$ cat config.mk
export PLATFORM = sky130hd
export DESIGN_NAME = lru_key_value_cache_top
export DESIGN_NICKNAME = d
export VERILOG_FILES = /design/src/rtl/lrukv_pkg.sv /design/src/rtl/lru_key_value_cache_top.sv /design/src/rtl/lrukv_ram.sv /design/src/rtl/lrukv_ctrl.sv /design/src/rtl/lrukv_dp.sv
export SDC_FILE = /design/constraint.sdc
export NUM_CORES = 2
export LEC_CHECK = 0
export BUFFER_PORTS_ARGS = -buffer_cell sky130_fd_sc_hd__buf_2
export CAP_MARGIN = 20
export CORE_MARGIN = 5
export CORE_UTILIZATION = 60
export DETAILED_ROUTE_END_ITERATION = 6
export GPL_TIMING_DRIVEN = 0
export PLACE_DENSITY = 0.77
export SYNTH_ARGS = -nofsm -noshare
export SYNTH_HDL_FRONTEND = slang
export SYNTH_SLANG_ARGS = --single-unit
$ cat constraint.sdc
create_clock -name aclk -period 10.9 [get_ports aclk]
set_clock_uncertainty 0.2 [all_clocks]
set_input_delay 2.18 -clock aclk [delete_from_list [all_inputs] [get_ports aclk]]
set_output_delay 2.18 -clock aclk [all_outputs]
set_load 0.005 [all_outputs]
$ cat src/rtl/lrukv_pkg.sv
package lrukv_pkg;

    localparam int MAX_ENTRIES = 16;
    localparam int SLOT_W      = (MAX_ENTRIES > 1) ? $clog2(MAX_ENTRIES) : 1;
    localparam int CNT_W       = $clog2(MAX_ENTRIES + 1);
    localparam int CFG_W       = 5;
    localparam int CMP_W       = (CNT_W > CFG_W) ? CNT_W : CFG_W;
    localparam int KEY_W       = 32;
    localparam int VAL_W       = 31;
    localparam int S_DATA_W    = ((KEY_W + VAL_W + 7) / 8) * 8;
    localparam int M_DATA_W    = ((VAL_W + 7) / 8) * 8;
    localparam logic [CFG_W-1:0] CAP_RESET = CFG_W'(16);

    typedef enum logic {
        OP_GET = 1'b0,
        OP_PUT = 1'b1
    } opcode_t;

    typedef struct packed {
        logic load_item;
        logic match;
        logic update;
        logic load_out;
    } ctrl_cmd_t;

    typedef struct packed {
        logic out_busy;
    } dp_status_t;

endpackage

$ cat src/rtl/lru_key_value_cache_top.sv
// Fully associative key-value cache with least-recently-used replacement.
// Each input item is a get (tuser = 0) or a put (tuser = 1) on a 32-bit key;
// each gives exactly one result item whose tuser says whether the key was
// present before the item and whose tdata carries the stored value on a get
// hit, the written value on a put, or zero on a get miss. An item is first
// accepted and latched; then the parallel key compare and victim search run
// and issue the value memory read; then ranks, keys and the value memory are
// updated and the result is loaded, or, while the output register is still
// full and m_axis_tready is low, loaded once it frees. The next item is
// accepted in the cycle after the result is loaded, so the block takes no new
// item before it is through with the last one. cfg_wdata sets how many
// entries may be held before the least recent one is replaced; write it
// only while idle.
module lru_key_value_cache_top
    import lrukv_pkg::*;
(
    input  logic                aclk,
    input  logic                aresetn,
    input  logic                cfg_we,
    input  logic [CFG_W-1:0]    cfg_wdata,
    input  logic                s_axis_tvalid,
    output logic                s_axis_tready,
    input  logic                s_axis_tuser,   // opcode
    input  logic [S_DATA_W-1:0] s_axis_tdata,   // lookup_key, write_value, zero pad
    output logic                m_axis_tvalid,
    input  logic                m_axis_tready,
    output logic                m_axis_tuser,   // found
    output logic [M_DATA_W-1:0] m_axis_tdata    // read_value, zero pad
);

    ctrl_cmd_t  cmd;
    dp_status_t sts;

    lrukv_ctrl u_ctrl (
        .aclk          (aclk),
        .aresetn       (aresetn),
        .s_axis_tvalid (s_axis_tvalid),
        .s_axis_tready (s_axis_tready),
        .sts           (sts),
        .cmd           (cmd)
    );

    lrukv_dp u_dp (
        .aclk          (aclk),
        .aresetn       (aresetn),
        .cfg_we        (cfg_we),
        .cfg_wdata     (cfg_wdata),
        .s_axis_tuser  (s_axis_tuser),
        .s_axis_tdata  (s_axis_tdata),
        .m_axis_tvalid (m_axis_tvalid),
        .m_axis_tready (m_axis_tready),
        .m_axis_tuser  (m_axis_tuser),
        .m_axis_tdata  (m_axis_tdata),
        .cmd           (cmd),
        .sts           (sts)
    );

    a_one_item_at_a_time: assert property (@(posedge aclk) disable iff (!aresetn)
        s_axis_tvalid && s_axis_tready |=> !s_axis_tready)
        else $error("input accepted while an item is in progress");

    a_no_result_overwrite: assert property (@(posedge aclk) disable iff (!aresetn)
        cmd.load_out |-> !sts.out_busy)
        else $error("result loaded over one not yet taken");

    a_update_after_match: assert property (@(posedge aclk) disable iff (!aresetn)
        cmd.update |-> $past(cmd.match))
        else $error("state update without a preceding key compare");

endmodule

$ cat src/rtl/lrukv_ram.sv
module lrukv_ram #(
    parameter int WIDTH = 8,
    parameter int DEPTH = 16
) (
    input  logic                                     aclk,
    input  logic                                     we,
    input  logic [((DEPTH > 1) ? $clog2(DEPTH) : 1)-1:0] waddr,
    input  logic [WIDTH-1:0]                         wdata,
    input  logic                                     re,
    input  logic [((DEPTH > 1) ? $clog2(DEPTH) : 1)-1:0] raddr,
    output logic [WIDTH-1:0]                         rdata
);

    logic [WIDTH-1:0] mem [DEPTH];
    logic [WIDTH-1:0] rdata_reg;

    always_ff @(posedge aclk) begin
        if (we) begin
            mem[waddr] <= wdata;
        end
        if (re) begin
            rdata_reg <= mem[raddr];
        end
    end

    assign rdata = rdata_reg;

endmodule

$ cat src/rtl/lrukv_ctrl.sv
module lrukv_ctrl
    import lrukv_pkg::*;
(
    input  logic       aclk,
    input  logic       aresetn,
    input  logic       s_axis_tvalid,
    output logic       s_axis_tready,
    input  dp_status_t sts,
    output ctrl_cmd_t  cmd
);

    typedef enum logic [3:0] {
        ST_IDLE   = 4'b0001,
        ST_MATCH  = 4'b0010,
        ST_UPDATE = 4'b0100,
        ST_WAIT   = 4'b1000
    } state_t;

    state_t state_reg;
    state_t state_next;

    always_comb begin
        state_next    = state_reg;
        cmd           = '0;
        s_axis_tready = 1'b0;
        unique case (state_reg)
            ST_IDLE: begin
                s_axis_tready = 1'b1;
                cmd.load_item = s_axis_tvalid;
                if (s_axis_tvalid) begin
                    state_next = ST_MATCH;
                end
            end
            ST_MATCH: begin
                cmd.match  = 1'b1;
                state_next = ST_UPDATE;
            end
            ST_UPDATE: begin
                cmd.update = 1'b1;
                if (!sts.out_busy) begin
                    cmd.load_out = 1'b1;
                    state_next   = ST_IDLE;
                end else begin
                    state_next = ST_WAIT;
                end
            end
            ST_WAIT: begin
                if (!sts.out_busy) begin
                    cmd.load_out = 1'b1;
                    state_next   = ST_IDLE;
                end
            end
            default: begin
                state_next = ST_IDLE;
            end
        endcase
    end

    always_ff @(posedge aclk) begin
        if (!aresetn) begin
            state_reg <= ST_IDLE;
        end else begin
            state_reg <= state_next;
        end
    end

endmodule

$ cat src/rtl/lrukv_dp.sv
module lrukv_dp
    import lrukv_pkg::*;
(
    input  logic                aclk,
    input  logic                aresetn,
    input  logic                cfg_we,
    input  logic [CFG_W-1:0]    cfg_wdata,
    input  logic                s_axis_tuser,
    input  logic [S_DATA_W-1:0] s_axis_tdata,
    output logic                m_axis_tvalid,
    input  logic                m_axis_tready,
    output logic                m_axis_tuser,
    output logic [M_DATA_W-1:0] m_axis_tdata,
    input  ctrl_cmd_t           cmd,
    output dp_status_t          sts
);

    logic [CFG_W-1:0]  cap_reg;
    logic              op_reg;
    logic [KEY_W-1:0]  key_reg;
    logic [VAL_W-1:0]  val_reg;

    logic [KEY_W-1:0]  keys_reg  [MAX_ENTRIES];
    logic [SLOT_W-1:0] rank_reg  [MAX_ENTRIES];
    logic              valid_reg [MAX_ENTRIES];
    logic [CNT_W-1:0]  occ_reg;

    logic              hit_reg;
    logic              fresh_reg;
    logic [SLOT_W-1:0] tgt_reg;
    logic [SLOT_W-1:0] tgt_rank_reg;

    logic              out_valid_reg;
    logic              out_found_reg;
    logic [VAL_W-1:0]  out_value_reg;

    logic              hit_any;
    logic [SLOT_W-1:0] hit_idx;
    logic [SLOT_W-1:0] vic_idx;
    logic [SLOT_W-1:0] free_idx;
    logic [CNT_W-1:0]  occ_m1;
    logic [CMP_W-1:0]  eff_cap;
    logic              evict;
    logic [SLOT_W-1:0] tgt_slot;
    logic [VAL_W-1:0]  ram_rdata;
    logic              ram_we;
    logic [VAL_W-1:0]  res_value;

    always_ff @(posedge aclk) begin
        if (!aresetn) begin
            cap_reg <= CAP_RESET;
        end else if (cfg_we) begin
            cap_reg <= cfg_wdata;
        end
    end

    always_ff @(posedge aclk) begin
        if (cmd.load_item) begin
            op_reg  <= s_axis_tuser;
            key_reg <= s_axis_tdata[KEY_W-1:0];
            val_reg <= s_axis_tdata[KEY_W+VAL_W-1:KEY_W];
        end
    end

    // Capacity zero acts as one; anything above the table size saturates.
    always_comb begin
        priority if (cap_reg == '0) begin
            eff_cap = CMP_W'(1);
        end else if (CMP_W'(cap_reg) > CMP_W'(MAX_ENTRIES)) begin
            eff_cap = CMP_W'(MAX_ENTRIES);
        end else begin
            eff_cap = CMP_W'(cap_reg);
        end
    end

    assign occ_m1 = occ_reg - CNT_W'(1);
    assign evict  = CMP_W'(occ_reg) >= eff_cap;

    // Valid ranks form a permutation of 0 .. occupancy-1, so the least recent
    // entry is the one whose rank equals occupancy minus one.
    always_comb begin
        hit_any  = 1'b0;
        hit_idx  = '0;
        vic_idx  = '0;
        free_idx = '0;
        for (int i = MAX_ENTRIES - 1; i >= 0; i--) begin
            if (valid_reg[i] && keys_reg[i] == key_reg) begin
                hit_any = 1'b1;
                hit_idx = SLOT_W'(i);
            end
            if (valid_reg[i] && rank_reg[i] == occ_m1[SLOT_W-1:0]) begin
                vic_idx = SLOT_W'(i);
            end
            if (!valid_reg[i]) begin
                free_idx = SLOT_W'(i);
            end
        end
    end

    always_comb begin
        priority if (hit_any) begin
            tgt_slot = hit_idx;
        end else if (evict) begin
            tgt_slot = vic_idx;
        end else begin
            tgt_slot = free_idx;
        end
    end

    always_ff @(posedge aclk) begin
        if (cmd.match) begin
            hit_reg      <= hit_any;
            fresh_reg    <= !hit_any && !evict;
            tgt_reg      <= tgt_slot;
            tgt_rank_reg <= rank_reg[tgt_slot];
        end
    end

    always_ff @(posedge aclk) begin
        if (!aresetn) begin
            for (int i = 0; i < MAX_ENTRIES; i++) begin
                valid_reg[i] <= 1'b0;
                rank_reg[i]  <= '0;
            end
            occ_reg <= '0;
        end else if (cmd.update && (hit_reg || op_reg == OP_PUT)) begin
            for (int i = 0; i < MAX_ENTRIES; i++) begin
                if (SLOT_W'(i) == tgt_reg) begin
                    valid_reg[i] <= 1'b1;
                    rank_reg[i]  <= '0;
                end else if (valid_reg[i] && (fresh_reg || rank_reg[i] < tgt_rank_reg)) begin
                    rank_reg[i] <= rank_reg[i] + SLOT_W'(1);
                end
            end
            if (fresh_reg) begin
                occ_reg <= occ_reg + CNT_W'(1);
            end
        end
    end

    always_ff @(posedge aclk) begin
        if (cmd.update && op_reg == OP_PUT && !hit_reg) begin
            keys_reg[tgt_reg] <= key_reg;
        end
    end

    assign ram_we = cmd.update && op_reg == OP_PUT;

    lrukv_ram #(
        .WIDTH (VAL_W),
        .DEPTH (MAX_ENTRIES)
    ) u_values (
        .aclk  (aclk),
        .we    (ram_we),
        .waddr (tgt_reg),
        .wdata (val_reg),
        .re    (cmd.match),
        .raddr (hit_idx),
        .rdata (ram_rdata)
    );

    always_comb begin
        priority if (op_reg == OP_PUT) begin
            res_value = val_reg;
        end else if (hit_reg) begin
            res_value = ram_rdata;
        end else begin
            res_value = '0;
        end
    end

    always_ff @(posedge aclk) begin
        if (!aresetn) begin
            out_valid_reg <= 1'b0;
        end else if (cmd.load_out) begin
            out_valid_reg <= 1'b1;
        end else if (m_axis_tready) begin
            out_valid_reg <= 1'b0;
        end
    end

    always_ff @(posedge aclk) begin
        if (cmd.load_out) begin
            out_found_reg <= hit_reg;
            out_value_reg <= res_value;
        end
    end

    assign sts.out_busy  = out_valid_reg && !m_axis_tready;
    assign m_axis_tvalid = out_valid_reg;
    assign m_axis_tuser  = out_found_reg;
    assign m_axis_tdata  = M_DATA_W'(out_value_reg);

endmodule

### Word-level counts from Yosys, hierarchy flattened

Memories as Yosys holds them, arrays and structs flattened. A register that Yosys moved wholly into a read port is not among the register bits.
Index checks and enable logic that the tools add are counted.

* register bits after elaboration: 117
* bits in writable memories: 1088
* input port bits: 75
* memories: 4

* $add $sub $neg: 18
* $lt $le $gt $ge: 18
* equal/unequal tests: 53
* mux-type cells: 279
* bitwise logic cells: 48
* reduce and logical (&&, ||, !) cells: 80

Memory list
* u_dp.keys_reg: words 16, width 32, rd ports 16, clocked after Yosys merged registers in 0, wr ports 1, RTL line lrukv_dp.sv:23 `logic [KEY_W-1:0] keys_reg [MAX_ENTRIES];`
* u_dp.u_values.mem: words 16, width 31, rd ports 1, clocked after Yosys merged registers in 1, wr ports 1, RTL line lrukv_ram.sv:14 `logic [WIDTH-1:0] mem [DEPTH];`
* u_dp.rank_reg: words 16, width 4, rd ports 17, clocked after Yosys merged registers in 1, wr ports 16, RTL line lrukv_dp.sv:24 `logic [SLOT_W-1:0] rank_reg [MAX_ENTRIES];`
* u_dp.valid_reg: words 16, width 1, rd ports 16, clocked after Yosys merged registers in 0, wr ports 16, RTL line lrukv_dp.sv:25 `logic valid_reg [MAX_ENTRIES];`

Operators with widths (count)
* 32-bit == test: 16
* 4-bit 2-to-1 mux: 85
* 1-bit 2-to-1 mux: 189
* 4-bit by 1-bit adder with 4-bit output, second input constant: 16
* 4-bit == test: 16
* 4-bit < comparator: 16
* 31-bit 2-to-1 mux: 2
* 1-bit logical AND: 53
* 1-bit OR: 48
* 4-bit == test, first input constant: 8
* 1-bit logical OR: 17
* 3-bit by 4-bit == test with 1-bit output, first input constant: 4
* 4-bit case mux with 4 select lines: 1
* 5-bit 2-to-1 mux: 2
* 2-bit by 4-bit == test with 1-bit output, first input constant: 2
* 5-bit by 1-bit adder with 5-bit output, second input constant: 1
* 5-bit greater-or-equal comparator: 1
* 5-bit > comparator, second input constant: 1
* 5-bit logical NOT: 1
* 1-bit by 4-bit == test with 1-bit output, first input constant: 1
* 4-bit by 1-bit == test with 1-bit output, second input constant: 1
* 4-bit by 2-bit == test with 1-bit output, second input constant: 1
* 4-bit by 3-bit == test with 1-bit output, second input constant: 1
* 4-bit == test, second input constant: 1
* other kinds (7): 12

### Depth between registers and ports, before layout

* depth after elaboration: 21
* mapped depth: 19
* mapped depth without buffers: 15

### Hierarchy

From an unflattened synthesis, not the netlist that was laid out.

* cells, all modules: 3330
* area total of the unflattened synthesis: 54320.8 µm²

Modules (own cells, without submodules)
* lrukv_dp: instances 1, cells an instance 2491, area each 34485.6 µm², sequential area each 21090.2 µm²
* lrukv_ram: instances 1, cells an instance 812, area each 19558.8 µm², sequential area each 15825.2 µm²
* lrukv_ctrl: instances 1, cells an instance 27, area each 276.5 µm², sequential area each 80.1 µm²

### Worst setup path after synthesis

OpenSTA, ideal clock, no wires.

* kind: flip-flop to flip-flop
* start point: register u_ctrl.state_reg[0]
* end point: register u_ctrl.state_reg[0]
* data arrival time: 5193 ps
* data required time: 10348 ps
* path slack: 5155 ps
* stages on the path, launching flop included: 3
* period minus slack after synthesis: 5745 ps
* path through: dfxtp_1 -> nor4b_1 -> o311ai_0

* word-level cells in the longest chain between the ends: 3

RTL lines
* start, declared: RTL line lrukv_ctrl.sv:19 `state_t state_reg;`
* start signal, assigned: RTL line lrukv_ctrl.sv:63 `state_reg <= state_next;`
* 4-bit == test or 4-bit by 1-bit == test with 1-bit output (tied branches): RTL line lrukv_ctrl.sv:26 `unique case (state_reg)`
* 2-bit != test (no line)
* 2-bit AND reduction (no line)

Parallel ways exist; a longest one is shown, timed or not.
A chain may end at the register's enable or synchronous reset.

### Worst setup path in the final report

* start point: register u_dp.key_reg[17]
* end point: register u_dp.u_values.rdata_reg[1], in the netlist u_dp.u_values.rdata[1] (read register of u_dp.u_values.mem) (data pin)

* word-level cells in the longest chain between the ends: 18

RTL lines
* start, declared: RTL line lrukv_dp.sv:20 `logic [KEY_W-1:0] key_reg;`
* start signal, assigned: RTL line lrukv_dp.sv:60 `key_reg <= s_axis_tdata[KEY_W-1:0];`
* 32-bit == test: RTL line lrukv_dp.sv:87 `if (valid_reg[i] && keys_reg[i] == key_reg) begin`
* 1-bit logical AND: RTL line lrukv_dp.sv:87
* 4-bit 2-to-1 mux (15 in a row): RTL line lrukv_dp.sv:87
* 4-bit 2-to-1 mux *: RTL line lrukv_dp.sv:87
* end, declared: RTL line lrukv_ram.sv:15 `logic [WIDTH-1:0] rdata_reg;`

Mark *: on every way between the ends. The rest lies on a longest branch, timed or not.

==> flow_summary.ini <==
[status]
status = complete, no violations

[route]
drt-initial-drc-count = 4853
dr.pass1.iters = 6
wl_per_cell_um = 29.8
routed_wl_mm = 154
antenna_left = 0
vias = 33800
route.detailed.drc = 0
viasPerCell = 6.56

[global_routing]
first_global_vias = 33100
grt_max_degree = 58
grtUsageTotal_pct = 30.8
antenna_found_initial = 3
gr-total-overflow = 0
grt_pass1_wl_mm = 219

[min_path]
hp-class = flop to flop
hold_start = u_dp.cap_reg[0]$_SDFFE_PN0P_

[critical_path]
crit_type = flop to flop
regToRegEndpoint = u_dp.u_values.rdata[1]$_DFFE_PN_
rr_worst_depth = 14
ff2ff_setup_slack_ps = 4200
crit-reg2reg-launch = u_dp.key_reg[17]$_DFFE_PP_
worst-endpoint-required_ps = 11140
path_max_fanout = 17
crit_end = u_dp.u_values.rdata[1]$_DFFE_PN_
critical_path_arrival_ps = 6940
startpoint_type = flop
critPathLaunch = u_dp.key_reg[17]$_DFFE_PP_
crit_path_end_kind = flop

[timing]
slew_violations = 0
worst_pin_slew_ps = 1330
post-route-min-period_ps = 6700
setup_viol = 0
finalCritPeriodShare_pct = 61.5
fin_tns_setup_ps = 0
rsz0062_at_grt = false
hold_viol = 0
fmax_ghz = 0.149
slew_headroom_pct = 11.1

[floorplanning]
die_area_um2 = 96900
die_h_um = 311
die_x_um = 311
fp-row-count = 110
pin_count = 110
initial_core_util_pct = 60.5
fp.coreArea_um2 = 90000

[synthesis]
syn_nets = 3744
synth_top_cell_by_area = edfxtp_1
synth.avg_cell_area_um2 = 15.1
netlist_area_um2 = 54500
yosysSeqAreaShare_pct = 67.9
synth-main-ff-cell = edfxtp_1
synth.most_common_cell = edfxtp_1
netlist.area_leader.share_pct = 67.0
synth_common_cells = edfxtp_1 (1216), xor2_1 (379), mux2i_1 (253), xnor2_1 (215), nor4_1 (157)
synthArstFlopShare_pct = 0
ys_ff_latch = 1240
yosysWarningCount = 0
synth_edf_count = 1216
synth_area_leaders = edfxtp_1 (67%), xor2_1 (6.1%), mux2i_1 (4.6%)
yosysUniqueCellTypes = 75
synth_cells = 3598

[power]
ir_worst_vdd_uv = 185
powerDensity_nw_per_um2 = 165
leakagePower_nw = 20.3

[finish]
instances_no_fill = 5150
fillers = 5947
nNetsFinal = 4016
largest_reg_flops = 512
multi_input_area_um2 = 16500
area_delta_synth_final_pct = 13.2
register_area_um2 = 37000
layout-drive-gt1-share_pct = 13.0

[cts]
ctsHoldBuffers = 0
root_buffer = clkbuf_16
cts_tree = done
clk_latency_ps = 740
cts.path.max_buffers = 3
postCtsResizedCells = 0
postCtsSetupRepairBufs = 0
cts_buffers = 119
cts_sinks = 1240
htree_levels = 3
path_clk_slew_ps = 60

[placed_design]
place_inst = 4919
hpwl_mm = 99.8
gp_congestion = 0.976
port_buffers = 106

[flow_run]
cap_violations = 0
-- stage by stage --
stage                     setup WS, ps  instance area (um2)  hold slack [ps]  util (%)  power, mW
final                             4200                61600              324      68.5       10.2
after global routing              4100                61600              354      68.5       10.4
after CTS                         4340                61500              337      68.3       10.1
after detailed placement          4380                57600              322      63.9       6.03
after global placement             271                56500              289      62.7       6.00
after floorplan                   5160                54500              261         -       5.76
-- per-layer routing --
| metal | up-vias | global-route usage, % | routed length [um] |
|---|---|---|---|
| li1 | 14400 | - | - |
| met1 | 16600 | 43.1 | 58000 |
| met4 | 0 | 14.0 | 7830 |
| met5 | - | 0 | 0 |
| met2 | 2308 | 47.1 | 69000 |
| met3 | 480 | 6.57 | 18700 |
-- logic make-up (layout without fill, tap and decap cells) --
group	count (synthesis)	count (layout)	synth area share (%)
AO/OA/AOI/OAI	361	361	4.68
AND/OR/NAND/NOR	835	835	8.39
adder cells (fa/ha/maj)	71	71	1.63
flip-flops	1240	1240	67.9
other	1	2	0.00688
multiplexers	259	259	4.77
XOR/XNOR	612	612	10.3
buffers and inverters	219	594	2.31
-- placed cells by master, fill, tap and decap left out, types with 18 or more instances in the layout --
master / count
nor4b_1: 18
mux2i_1: 253
o21ai_1: 39
nor3_1: 52
a21oi_1: 29
nor2_4: 32
o21ai_0: 38
edfxtp_1: 1216
clkbuf_1: 70
a22o_1: 30
a21o_1: 20
buf_6: 28
nand2b_1: 35
inv_1: 47
clkinv_2: 26
clkbuf_16: 120
xnor2_1: 215
nor4_1: 157
nand3_1: 111
buf_2: 177
nand2_1: 102
dfxtp_1: 24
o2111ai_1: 18
a22oi_1: 124
xnor3_1: 18
nor2_1: 119
nand4_1: 108
clkinv_1: 21
xor2_1: 379
ha_1: 71
buf_16: 23
buf_4: 25
-- where the power goes --
part	internal, mW	total (mW)	switching, mW
Combinational	0.174	0.521	0.347
Sequential	5.30	5.45	0.142
Clock	2.39	4.19	1.80
-- worst max-delay path, stage by stage, from the launching register on --
cell and delay, ps:
edfxtp_1 1150, buf_2 530, buf_2 580, xnor2_1 200, nand2_1 130, nor4_1 420
nand4_1 410, nand2b_1 170, and2_1 170, o2111ai_1 380, a21oi_1 900, clkbuf_1 620
a22oi_1 240, nand2_1 150, o21ai_1 100
-- cell type report --
class | instances | area share, %
clock inverters | 77 | 1.38
inverters | 49 | 0.298
clock buffers | 147 | 5.05
flip-flops and latches | 1240 | 60.0
multi-input cells | 2139 | 26.7
diodes | 1 | 0.00406
well taps | 1176 | 2.39
repair buffers | 151 | 2.40
plain buffers | 170 | 1.74
-- how the worst min path moves through the flow --
stage / depth (start not counted) / slack (ps) / end
global route: 1 / 350 / u_dp.out_value_reg[8]$_DFFE_PP_
floorplan: 2 / 260 / u_dp.cap_reg[0]$_SDFFE_PN0P_
CTS: 1 / 340 / u_dp.out_value_reg[18]$_DFFE_PP_
global placement: 2 / 290 / u_dp.cap_reg[0]$_SDFFE_PN0P_
detailed placement: 2 / 320 / u_dp.cap_reg[0]$_SDFFE_PN0P_
finish: 2 / 320 / u_dp.cap_reg[0]$_SDFFE_PN0P_
Note: power is estimated with default switching activity, not from simulation.
